[src/rtl/core/dbbe_pkg.sv]
// ----------------------------------------------------------------------------
// dbbe_pkg
// Shared types, codes and constants of the delay based backoff estimator.
// ----------------------------------------------------------------------------
package dbbe_pkg;

  // item kinds carried in the input tuser
  typedef enum logic [1:0] {
    KIND_ACK   = 2'd0,
    KIND_LOSS  = 2'd1,
    KIND_QUERY = 2'd2,
    KIND_NONE  = 2'd3
  } kind_t;

  // configuration register indexes
  typedef enum logic [1:0] {
    CFG_WIN_FLOOR = 2'd0,
    CFG_INIT_INV  = 2'd1,
    CFG_BASE_INV  = 2'd2,
    CFG_UNUSED    = 2'd3
  } cfg_idx_t;

  // sequencer states
  typedef enum logic [4:0] {
    ST_IDLE,
    ST_ACK,
    ST_LOSS,
    ST_ROUND,
    ST_AVG,
    ST_AVG_WAIT,
    ST_RDIV,
    ST_RDIV_WAIT,
    ST_PMUL,
    ST_LOMUL,
    ST_HIMUL,
    ST_LOG,
    ST_THRESH,
    ST_D2,
    ST_D3,
    ST_CMP,
    ST_NUM,
    ST_CLOSE,
    ST_QMUL,
    ST_QDIV,
    ST_QDIV_WAIT,
    ST_QRED,
    ST_DONE
  } state_t;

  // divider status back to the sequencer
  typedef struct packed {
    logic busy;
    logic done;
  } div_stat_t;

  localparam int DIVIDEND_W = 64;
  localparam int DIVISOR_W  = 40;
  localparam int DIV_CNT_W  = $clog2(DIVIDEND_W);

  localparam int IN_DATA_W  = 216;
  localparam int OUT_DATA_W = 48;

  localparam logic [5:0]  BETA_LO     = 6'd8;
  localparam logic [5:0]  BETA_HI     = 6'd32;
  localparam logic [15:0] RECIP_TEN   = 16'd6554;
  localparam logic [15:0] RECIP_TEN8  = 16'd52432;
  localparam logic [13:0] RECIP_SEVEN = 14'd9363;
  localparam logic [31:0] ALL_ONES    = 32'hFFFF_FFFF;
  localparam logic [7:0]  WIN_FLOOR_RST = 8'd15;
  localparam logic [6:0]  INIT_INV_RST  = 7'd80;
  localparam logic [6:0]  BASE_INV_RST  = 7'd88;

  // inverse beta, floored at zero
  function automatic logic [6:0] inv_of(input logic [6:0] base, input logic [5:0] beta);
    logic [6:0] b7;
    b7 = {1'b0, beta};
    return (base > b7) ? (base - b7) : 7'd0;
  endfunction

endpackage

[src/rtl/core/dbbe_divider.sv]
// ----------------------------------------------------------------------------
// dbbe_divider
// Restoring radix-2 divider, one quotient bit per cycle.
// ----------------------------------------------------------------------------
module dbbe_divider (
  input  logic                                   clk,
  input  logic                                   rst,
  input  logic                                   start,
  input  logic [dbbe_pkg::DIVIDEND_W-1:0]        dividend,
  input  logic [dbbe_pkg::DIVISOR_W-1:0]         divisor,
  output logic [dbbe_pkg::DIVIDEND_W-1:0]        quotient,
  output dbbe_pkg::div_stat_t                    stat
);
  import dbbe_pkg::*;

  logic                  busy;
  logic                  done;
  logic [DIV_CNT_W-1:0]  cnt;
  logic [DIVISOR_W:0]    rem;
  logic [DIVIDEND_W-1:0] dvd;
  logic [DIVISOR_W-1:0]  dvs;
  logic [DIVIDEND_W-1:0] quo;
  logic [DIVISOR_W:0]    rem_sh;
  logic                  ge;

  assign rem_sh = {rem[DIVISOR_W-1:0], dvd[DIVIDEND_W-1]};
  assign ge     = (rem_sh >= {1'b0, dvs});

  always_ff @(posedge clk) begin
    if (rst) begin
      busy <= 1'b0;
      done <= 1'b0;
      cnt  <= '0;
    end else begin
      done <= 1'b0;
      if (start) begin
        busy <= 1'b1;
        cnt  <= '0;
      end else if (busy) begin
        cnt <= cnt + 1'b1;
        if (cnt == DIV_CNT_W'(DIVIDEND_W - 1)) begin
          busy <= 1'b0;
          done <= 1'b1;
        end
      end
    end
  end

  // datapath, no reset needed
  always_ff @(posedge clk) begin
    if (start) begin
      rem <= '0;
      dvd <= dividend;
      dvs <= divisor;
      quo <= '0;
    end else if (busy) begin
      rem <= ge ? (rem_sh - {1'b0, dvs}) : rem_sh;
      dvd <= {dvd[DIVIDEND_W-2:0], 1'b0};
      quo <= {quo[DIVIDEND_W-2:0], ge};
    end
  end

  assign quotient  = quo;
  assign stat.busy = busy;
  assign stat.done = done;

endmodule

[config.mk]
export PLATFORM = sky130hd
export DESIGN_NAME = dbbe_divider
export DESIGN_NICKNAME = d
export VERILOG_FILES = /design/src/rtl/core/dbbe_pkg.sv /design/src/rtl/core/dbbe_divider.sv
export SDC_FILE = /design/constraint.sdc
export NUM_CORES = 1
export LEC_CHECK = 0
export BUFFER_PORTS_ARGS = -buffer_cell sky130_fd_sc_hd__buf_2
export CORE_ASPECT_RATIO = 0.8
export CORE_MARGIN = 5
export CORE_UTILIZATION = 50
export CTS_BUF_LIST = sky130_fd_sc_hd__clkbuf_2 sky130_fd_sc_hd__clkbuf_4 sky130_fd_sc_hd__clkbuf_8
export DETAILED_ROUTE_END_ITERATION = 10
export HOLD_SLACK_MARGIN = 0.12
export PLACE_DENSITY = 0.82
export RECOVER_POWER = 25
export SLEW_MARGIN = 30
export SYNTH_ARGS = -nofsm -noshare
export SYNTH_HDL_FRONTEND = slang
export SYNTH_SLANG_ARGS = --single-unit
[constraint.sdc]
create_clock -name clk -period 3.1 [get_ports clk]
set_input_delay 0.31 -clock clk [delete_from_list [all_inputs] [get_ports clk]]
set_output_delay 0.31 -clock clk [all_outputs]
set_load 0.1 [all_outputs]
-- Word-level counts from Yosys, hierarchy flattened
Index checks and enable logic that the tools add are counted.
- word-level logic and storage cells: 22
- input port bits: 107
- register bits: 216
- mux-type cells: 7
- reductions and logical operators: 3
- $add $sub $neg: 2
- $lt $le $gt $ge: 1
- equality and inequality tests: 1
- bitwise gates (word level): 1
- operator list (cell ; number):
    $mux 64 ; 2
    $ge 41x40->1 ; 1
    $mux 40 ; 1
    $sub 40x40->40 ; 1
    $add 6x1->6 const B ; 1
    $eq 6x6->1 const B ; 1
    $mux 1 ; 4
    $reduce_or 3->1 ; 1
    $reduce_bool 2->1 ; 1
    $reduce_or 2->1 ; 1
    $not 1->1 ; 1

-- Depth between registers and ports, before layout
Gate-level depths: netlist of the first run.
- word-level depth: 4
- depth in mapped cells: 15
- mapped depth without buffers: 13

-- Worst setup path before layout of the first run
Ideal clock, no wire load.
- path kind: reg-to-reg
- start point: reg dvd[63]
- end point: reg rem[36]
- required time: 3026 ps
- buffers on the path: 0
- stages on the path, launching flop included: 14
- clock period less this slack: 3060 ps
- data arrival time: 2985 ps
- setup slack: 40 ps
- path through: edfxtp_1 > inv_1 > ha_1 > fa_1 > or2b_2 > a21oi_1 > o2111ai_1 > a21o_1 > o311a_1 > o211a_1 > o41ai_1 > xor2_1 > mux2i_1 > o21ai_0
- cells in the longest elaborated chain, start to end: 2
- elaborated cells on any way between the ends: 3
- classes of those cells: add/sub (1); order compare (1); mux (1)
- ends and longest elaborated chain (item ; line ; RTL):
    from (decl) ; dbbe_divider.sv:20 ; logic [DIVIDEND_W-1:0] dvd;
    from (signal assigned) ; dbbe_divider.sv:53 ; dvd <= dividend;
    from (signal assigned) ; dbbe_divider.sv:58 ; dvd <= {dvd[DIVIDEND_W-2:0], 1'b0};
    $sub 40x40->40 or $ge 41x40->1 (tied branches) ; dbbe_divider.sv:57, dbbe_divider.sv:27 ;
    $mux 40 (*) ; dbbe_divider.sv:57 ; rem <= ge ? (rem_sh - {1'b0, dvs}) : rem_sh;
    to (signal assigned) ; dbbe_divider.sv:57 ;
    to (decl) ; dbbe_divider.sv:19 ; logic [DIVISOR_W:0] rem;
Mark *: on every way between the ends. The rest lies on a longest branch, timed or not.
A chain may end at the register's enable or synchronous reset.

-- Worst setup path after layout of the first run
Ends and elaborated chain as after synthesis.

==> impl_results.md, run 1 <==
- Hold WC Path Type: reg2reg
- Period utilization: 97.99%
- WL final: 28.23 mm
- Layout cell share with drive strength beyond 1: 27.12%
- Sequential share of power: 46.1%
- Max Buffers Root-to-Sink: 3
- Die W: 172.7 um
- Post-synth ARST share: 0%
- Largest net degree at the start of global routing: 131
- Gate power share: 16.2%
- Most frequent cells in the layout: 163 x buf_2, 125 x nor2_1, 111 x dfxtp_1
- Placer Congestion: 0.9228
- PD cells: 510.6 nW/um^2
- Arrival time worst endpoint: 3.43 ns
- Peak supply drop: 413.6 uV
- Top FF cell, synth: dfxtp_1
- Grt ovf: 0
- Vias in the first global route: 8922
- GRT Total Usage: 22.56%
- Seq cells post-synth: 216
- Die height: 140.1 um
- RSZ-0062 raised after global routing: true
- Post-route setup slack: 0.06227 ns
- Final Non-Filler Cells: 1613
- Syn-to-layout area delta: 30.74%
- Drt wl/cell: 17.50 um
- EDFF count, synth: 104
- Slew Limit Fails: 0
- Clock Power Share: 37.7%
- Share of the synthesized area in the top cell type: 29.51%
- Core Area: 20760 um^2
- Final setup TNS: 0 ns
- Standard-cell rows: 47
- Post-Syn Area: 10580 um^2
- Clk_skew: 0.03213 ns
- Max-cap viol count: 0
- Layout net count: 1465
- Drt drc: 0
- Drt pass-1 iters: 5
- Hold_ws: 0.4831 ns
- Vias per cell: 5.395
- Final Setup Violations: 0
- Final worst path period need: 3.038 ns
- Fill cells: 1582
- Outcome: finished clean
- Crit start category: flop
- CTS tree: yes
- Synth cell types: 61
- Pre-CTS worst setup slack: -0.1538 ns
- Internal power: 5.190 mW
- Clock slew at reported path FFs: 0.06 ns
- Initial Utilization: 50.98%
- Syn Nets: 1154
- Synth warn: 0
- Ranking of synthesized cells by area: edfxtp_1 30%, dfxtp_1 21%, mux2_2 6.7%
- Worst slew pin tran: 1.198 ns
- Top-Level Pins: 173
- CP max FO: 3
- Pwr Total: 7.065 mW
- Multi-input logic area: 4843 um^2
- Top layer in use: met4
- Max Fclk: 329.2 MHz
- DP HPWL: 16.97 mm
- Die ar.: 24190 um^2
- Detailed route wirelength on metal2: 13.63 mm
- Most common cell after layout, fill and taps aside: buf_2
- Starting DRT DRC Count: 611
- Post-synth top area cell: edfxtp_1
- H-tree depth: 2
- DRT antenna net count: 0
- Mean Syn Cell Area: 10.53 um^2
- Final hold vios: 0
- WL met3: 2.031 mm
- Switching part of the total: 26.54%
- Antenna violations before repair: 2
- Max_slew headroom: 20.45%
- Crit end category: flop
- Port-buffer cells: 172
- TritonCTS sink count: 216
- Synthesized instance count: 1005
- Required time of the critical path: 3.49 ns
- Leakage: 5.958 nW
- Clk Latency, worst-skew pair: 0.55 ns
- Metal1 wirelength: 12.04 mm
- Dpl cells: 1437
- Root Buffer: clkbuf_8
- Register area share after synthesis: 50.70%
- Switch Pwr: 1.875 mW
- Routed vias: 8702
- Reg area: 5369 um^2
- Global-route wire length before repair: 45.59 mm
- Cts bufs inserted: 37
- Setup CP Type: reg2reg
## cell type report
class	count	share of cell area [%]
repair buffers	328	16.93
inverters	52	1.411
clock inverters	10	0.5878
multi-input cells	681	35.01
well taps	269	2.433
clock buffers	55	4.793
flip-flops and latches	216	38.80
diodes	2	0.03617
## stage by stage
stage                     cell area (um^2)  util (%)
after floorplan                      10580         -
after global placement               11940     57.52
after detailed placement             11940     57.53
after CTS                            13760     66.30
after global routing                 13840     66.65
final                                13840     66.65
## what timing repair did
action                                 4_1_cts  5_1_grt
pin swaps                                    0        6
buffers inserted                             0        3
gates resized for setup                      3       13
hold buffers                               106        0
setup endpoints to repair                    2       36
endpoints found under the hold margin      114        0
## kinds of logic (layout without fill, tap and decap cells)
family	count (synthesis)	after routing	share of synthesized area [%]
compound gates	189	189	12.17
fa+ha+maj	42	42	5.037
mux	132	132	13.23
simple gates	278	278	11.33
flops	216	216	50.70
buf+inv	108	445	4.233
other cells	0	2	0
xor+xnor	40	40	3.311
## cells in the mapped netlist (2+ instances only)
cell      instances
o21bai_1          9
a21boi_0          4
buf_4             3
mux2_2           63
mux2i_1          69
nand3_2           2
dfxtp_1         112
nand3_1           7
xnor2_1          20
buf_6             3
inv_1            52
a211oi_1          7
buf_1             6
clkbuf_1         37
nand4_1          10
xor2_1           20
nor2b_1           6
nand2_1          91
a211o_1           2
a31oi_1           8
nand2b_1          7
buf_2             7
a21oi_1          52
edfxtp_1        104
a21o_1           20
o21ai_0          34
o21a_1            3
ha_1             41
and4_1            2
nor4_1            2
o31ai_1           2
and2_1            2
a311oi_1         22
or3_1             3
nor3_1            8
nor2_1          126
and3_1            6
o211ai_1         10
## power groups by stage
stage | Sequential (mW) | Combinational, mW | Clock, mW
final | 3.26 | 1.14 | 2.67
after global routing | 3.27 | 1.25 | 2.86
after CTS | 3.25 | 1.10 | 2.69
after detailed placement | 3.31 | 0.981 | 0
after global placement | 3.30 | 0.960 | 0
after floorplan | 3.30 | 0.676 | 0
## path summary, 6_finish.rpt
kind,slack [ns],endpoint,depth (start not counted),startpoint
min reg2reg,0.48,rem[34],2,rem[34]
max reg2reg,0.06,rem[36],13,dvd[63]
max,0.06,rem[36],13,dvd[63]
min,0.48,rem[34],2,rem[34]
## per-layer routing
metal	vias up	track usage, %
met1	4139	28.76
met5	-	0
met4	0	5.583
met2	287	38.39
li1	4225	-
met3	51	6.196
## critical path: stages, from the launching register on
cell and delay (ns):
edfxtp_1 0.36, inv_1 0.05, ha_2 0.19, fa_2 0.34, or2b_4 0.28, a21oi_4 0.16, o2111ai_2 0.15, a21o_1 0.23
o311a_1 0.32, o211a_1 0.25, o41ai_2 0.25, xor2_1 0.11, mux2i_1 0.15, o21ai_1 0.07
## state kept, by name (all words and copies together), names as in the netlist
register	cells
quotient	64
done	1
dvs	40
rem	40
busy	1
cnt	6
dvd	64
No activity file was read; power rests on OpenSTA's default activity.
==> inputs of run 2 (changes only) <==
- ABC_AREA: unset -> 1
- BUFFER_PORTS_ARGS: -buffer_cell sky130_fd_sc_hd__buf_2 -> -buffer_cell sky130_fd_sc_hd__buf_4
- PLACE_DENSITY: 0.82 -> 0.81
==> run 2 against run 1 <==
The run now ends with capacitance limit, slew limit left. Synthesized area increased by 10%. Critical path depth increased by 1. Count of clock-buffer cells in the layout decreased by 3. Register-to-register slack improved by 0.31 ns. Die area increased by 9.5%. Critical path type unchanged. Critical endpoint is now rem[25]. Highest routed layer unchanged.
==> impl_results.md, run 2 <==
- Clk Latency, worst-skew pair: 0.58 ns
- Switching part of the total: 25.84%
- Crit start category: flop
- Failing checks: capacitance limit, slew limit
- Mean Syn Cell Area: 7.358 um^2
- Top layer in use: met4
- Most common cell after layout, fill and taps aside: nand2_1
- DP HPWL: 23.28 mm
- Internal power: 4.867 mW
- Leakage: 7.362 nW
- Most frequent cells in the layout: 574 x nand2_1, 260 x inv_1, 112 x nor2_1
- GRT Total Usage: 26.02%
- Period utilization: 88.11%
- Layout net count: 2006
- Routed vias: 11320
- Top FF cell, synth: dfxtp_1
- Synth cell types: 38
- RSZ-0062 raised after global routing: false
- Layout cell share with drive strength beyond 1: 13.45%
- Core Area: 23210 um^2
- Max Fclk: 366.1 MHz
- Setup CP Type: reg2reg
- Outcome: finished, violations left
- Top-count cell post-synth: nand2_1
- Fill cells: 1972
- Postcts setup bufs: 0
- Critical-path top delay cell: ha_1
- Worst slew pin tran: 1.828 ns
- TritonCTS sink count: 216
- Final worst path period need: 2.731 ns
- Die W: 180.8 um
- Grt ovf: 0
- Dpl cells: 2026
- Max-cap viol count: 1
- Starting DRT DRC Count: 990
- Post-synth ARST share: 0%
- WL final: 34.95 mm
- Buf/Inv on CP: 3
- Fin util: 63.85%
- Final hold vios: 0
- Ranking of synthesized cells by area: edfxtp_1 27%, dfxtp_1 19%, nand2_1 19%
- Crit end category: flop
- PD cells: 442.8 nW/um^2
- Port-buffer cells: 172
- Hold WC Path Type: in2reg
- Post-cts sizing count: 0
- EDFF count, synth: 104
- Cts hold-fix bufs: 105
- Die ar.: 26500 um^2
- Share of the synthesized area in the top cell type: 26.78%
- CTS tree: yes
- Seq cells post-synth: 216
- Post-Syn Area: 11660 um^2
- Max_slew headroom: -21.90%
- Standard-cell rows: 50
- Synth warn: 0
- Clock slew at reported path FFs: 0.06 ns
- Sequential share of power: 48.7%
- Hold_ws: 0.1426 ns
- Worst path cell trace: inv_1 -> ha_1 -> nand2_1 -> inv_1 -> a21oi_1 -> nand2_1 -> inv_1 -> nand3_2 -> nand2_4 -> nand2_8 -> nand2_4 -> nor2_1 -> nor2_1 -> nor2_1
- Required time of the critical path: 3.50 ns
- Drt pass-1 iters: 7
- Max Buffers Root-to-Sink: 3
- Drt wl/cell: 15.92 um
- Synth top cells by count: 575 x nand2_1, 260 x inv_1, 112 x dfxtp_1, 112 x nor2_1, 104 x edfxtp_1
- Final setup TNS: 0 ns
- Gate power share: 11.4%
- H-tree depth: 2
- Placer Congestion: 1.029
- Clock Power Share: 40.0%
- Slew Limit Fails: 43
- Antenna violations before repair: 2
- Global-route wire length before repair: 56.81 mm
- CP max FO: 27
- Clk_skew: 0.04316 ns
- Cts bufs inserted: 36
- Peak supply drop: 429.2 uV
- Syn-to-layout area delta: 27.07%
- Post-route setup slack: 0.3686 ns
- Die height: 146.6 um
- Vias per cell: 5.156
- Initial Utilization: 50.25%
- Final Non-Filler Cells: 2195
- Detailed route wirelength on metal2: 15.72 mm
- Vias in the first global route: 11250
- Metal1 wirelength: 15.07 mm
- Top-Level Pins: 173
- Post-synth top area cell: edfxtp_1
- Final Setup Violations: 0
- Largest net degree at the start of global routing: 91
- Syn Nets: 1734
- CP top delay family: simple AND/OR/NAND/NOR gates
- Root Buffer: clkbuf_8
- Pre-CTS worst setup slack: 0.4591 ns
- Worst stage delay on the critical path: 0.36 ns
- Drt drc: 0
- Synthesized instance count: 1585
- DRT antenna net count: 0
- Register area share after synthesis: 46.00%
- Switch Pwr: 1.695 mW
- WL met3: 3.404 mm
- Arrival time worst endpoint: 3.14 ns
==> run 2: kinds of logic after synthesis <==
group           count (synthesis)  synth area share [%]
buf+inv                       322                 10.84
xor+xnor                       15                 1.127
fa+ha+maj                      42                 4.570
simple gates                  868                 31.32
compound gates                122                 6.148
flops                         216                 46.00
==> run 2: path summary, 6_finish.rpt <==
check                                  start  depth (start not counted)  endpoint  slack (ns)
worst min register to register        cnt[0]                          1    cnt[0]        0.48
worst max-delay path                 dvs[23]                         14   rem[25]        0.37
worst max register to register       dvs[23]                         14   rem[25]        0.37
worst min-delay path            dividend[63]                          3   dvd[63]        0.14
==> run 2: layout make-up <==
type	count	area (um^2)	area share (%)
well taps	312	390.4	2.634
flip-flops and latches	216	5366	36.21
repair buffers	288	2291	15.46
clock buffers	52	634.4	4.281
clock inverters	10	85.08	0.5741
diodes	2	5.005	0.03377
inverters	268	1006	6.788
multi-input cells	1047	5041	34.02
==> run 2: per-stage QoR <==
step	power, mW	instance area [um^2]
after floorplan	3.626	11660
after global placement	3.855	13180
after detailed placement	3.871	13180
after CTS	6.569	14950
after global routing	6.840	14820
final	6.562	14820
==> run 2: worst min-delay path: cells and delay by family <==
kind / cells / cell delay, ns
buf+inv: 1 / 0.10
simple gates: 2 / 0.15
==> run 2: layer usage <==
metal,vias to the layer above,track usage [%]
met4,0,6.803
met2,468,41.32
met1,5216,34.76
li1,5563,-
met5,-,0
met3,71,8.144
==> run 2: power groups by stage <==
| stage | sequential, mW | clock (mW) | combinational, mW |
|---|---|---|---|
| after floorplan | 3.24 | 0 | 0.387 |
| after global placement | 3.24 | 0 | 0.612 |
| after detailed placement | 3.25 | 0 | 0.621 |
| after CTS | 3.19 | 2.65 | 0.732 |
| after global routing | 3.20 | 2.81 | 0.825 |
| final | 3.19 | 2.62 | 0.746 |
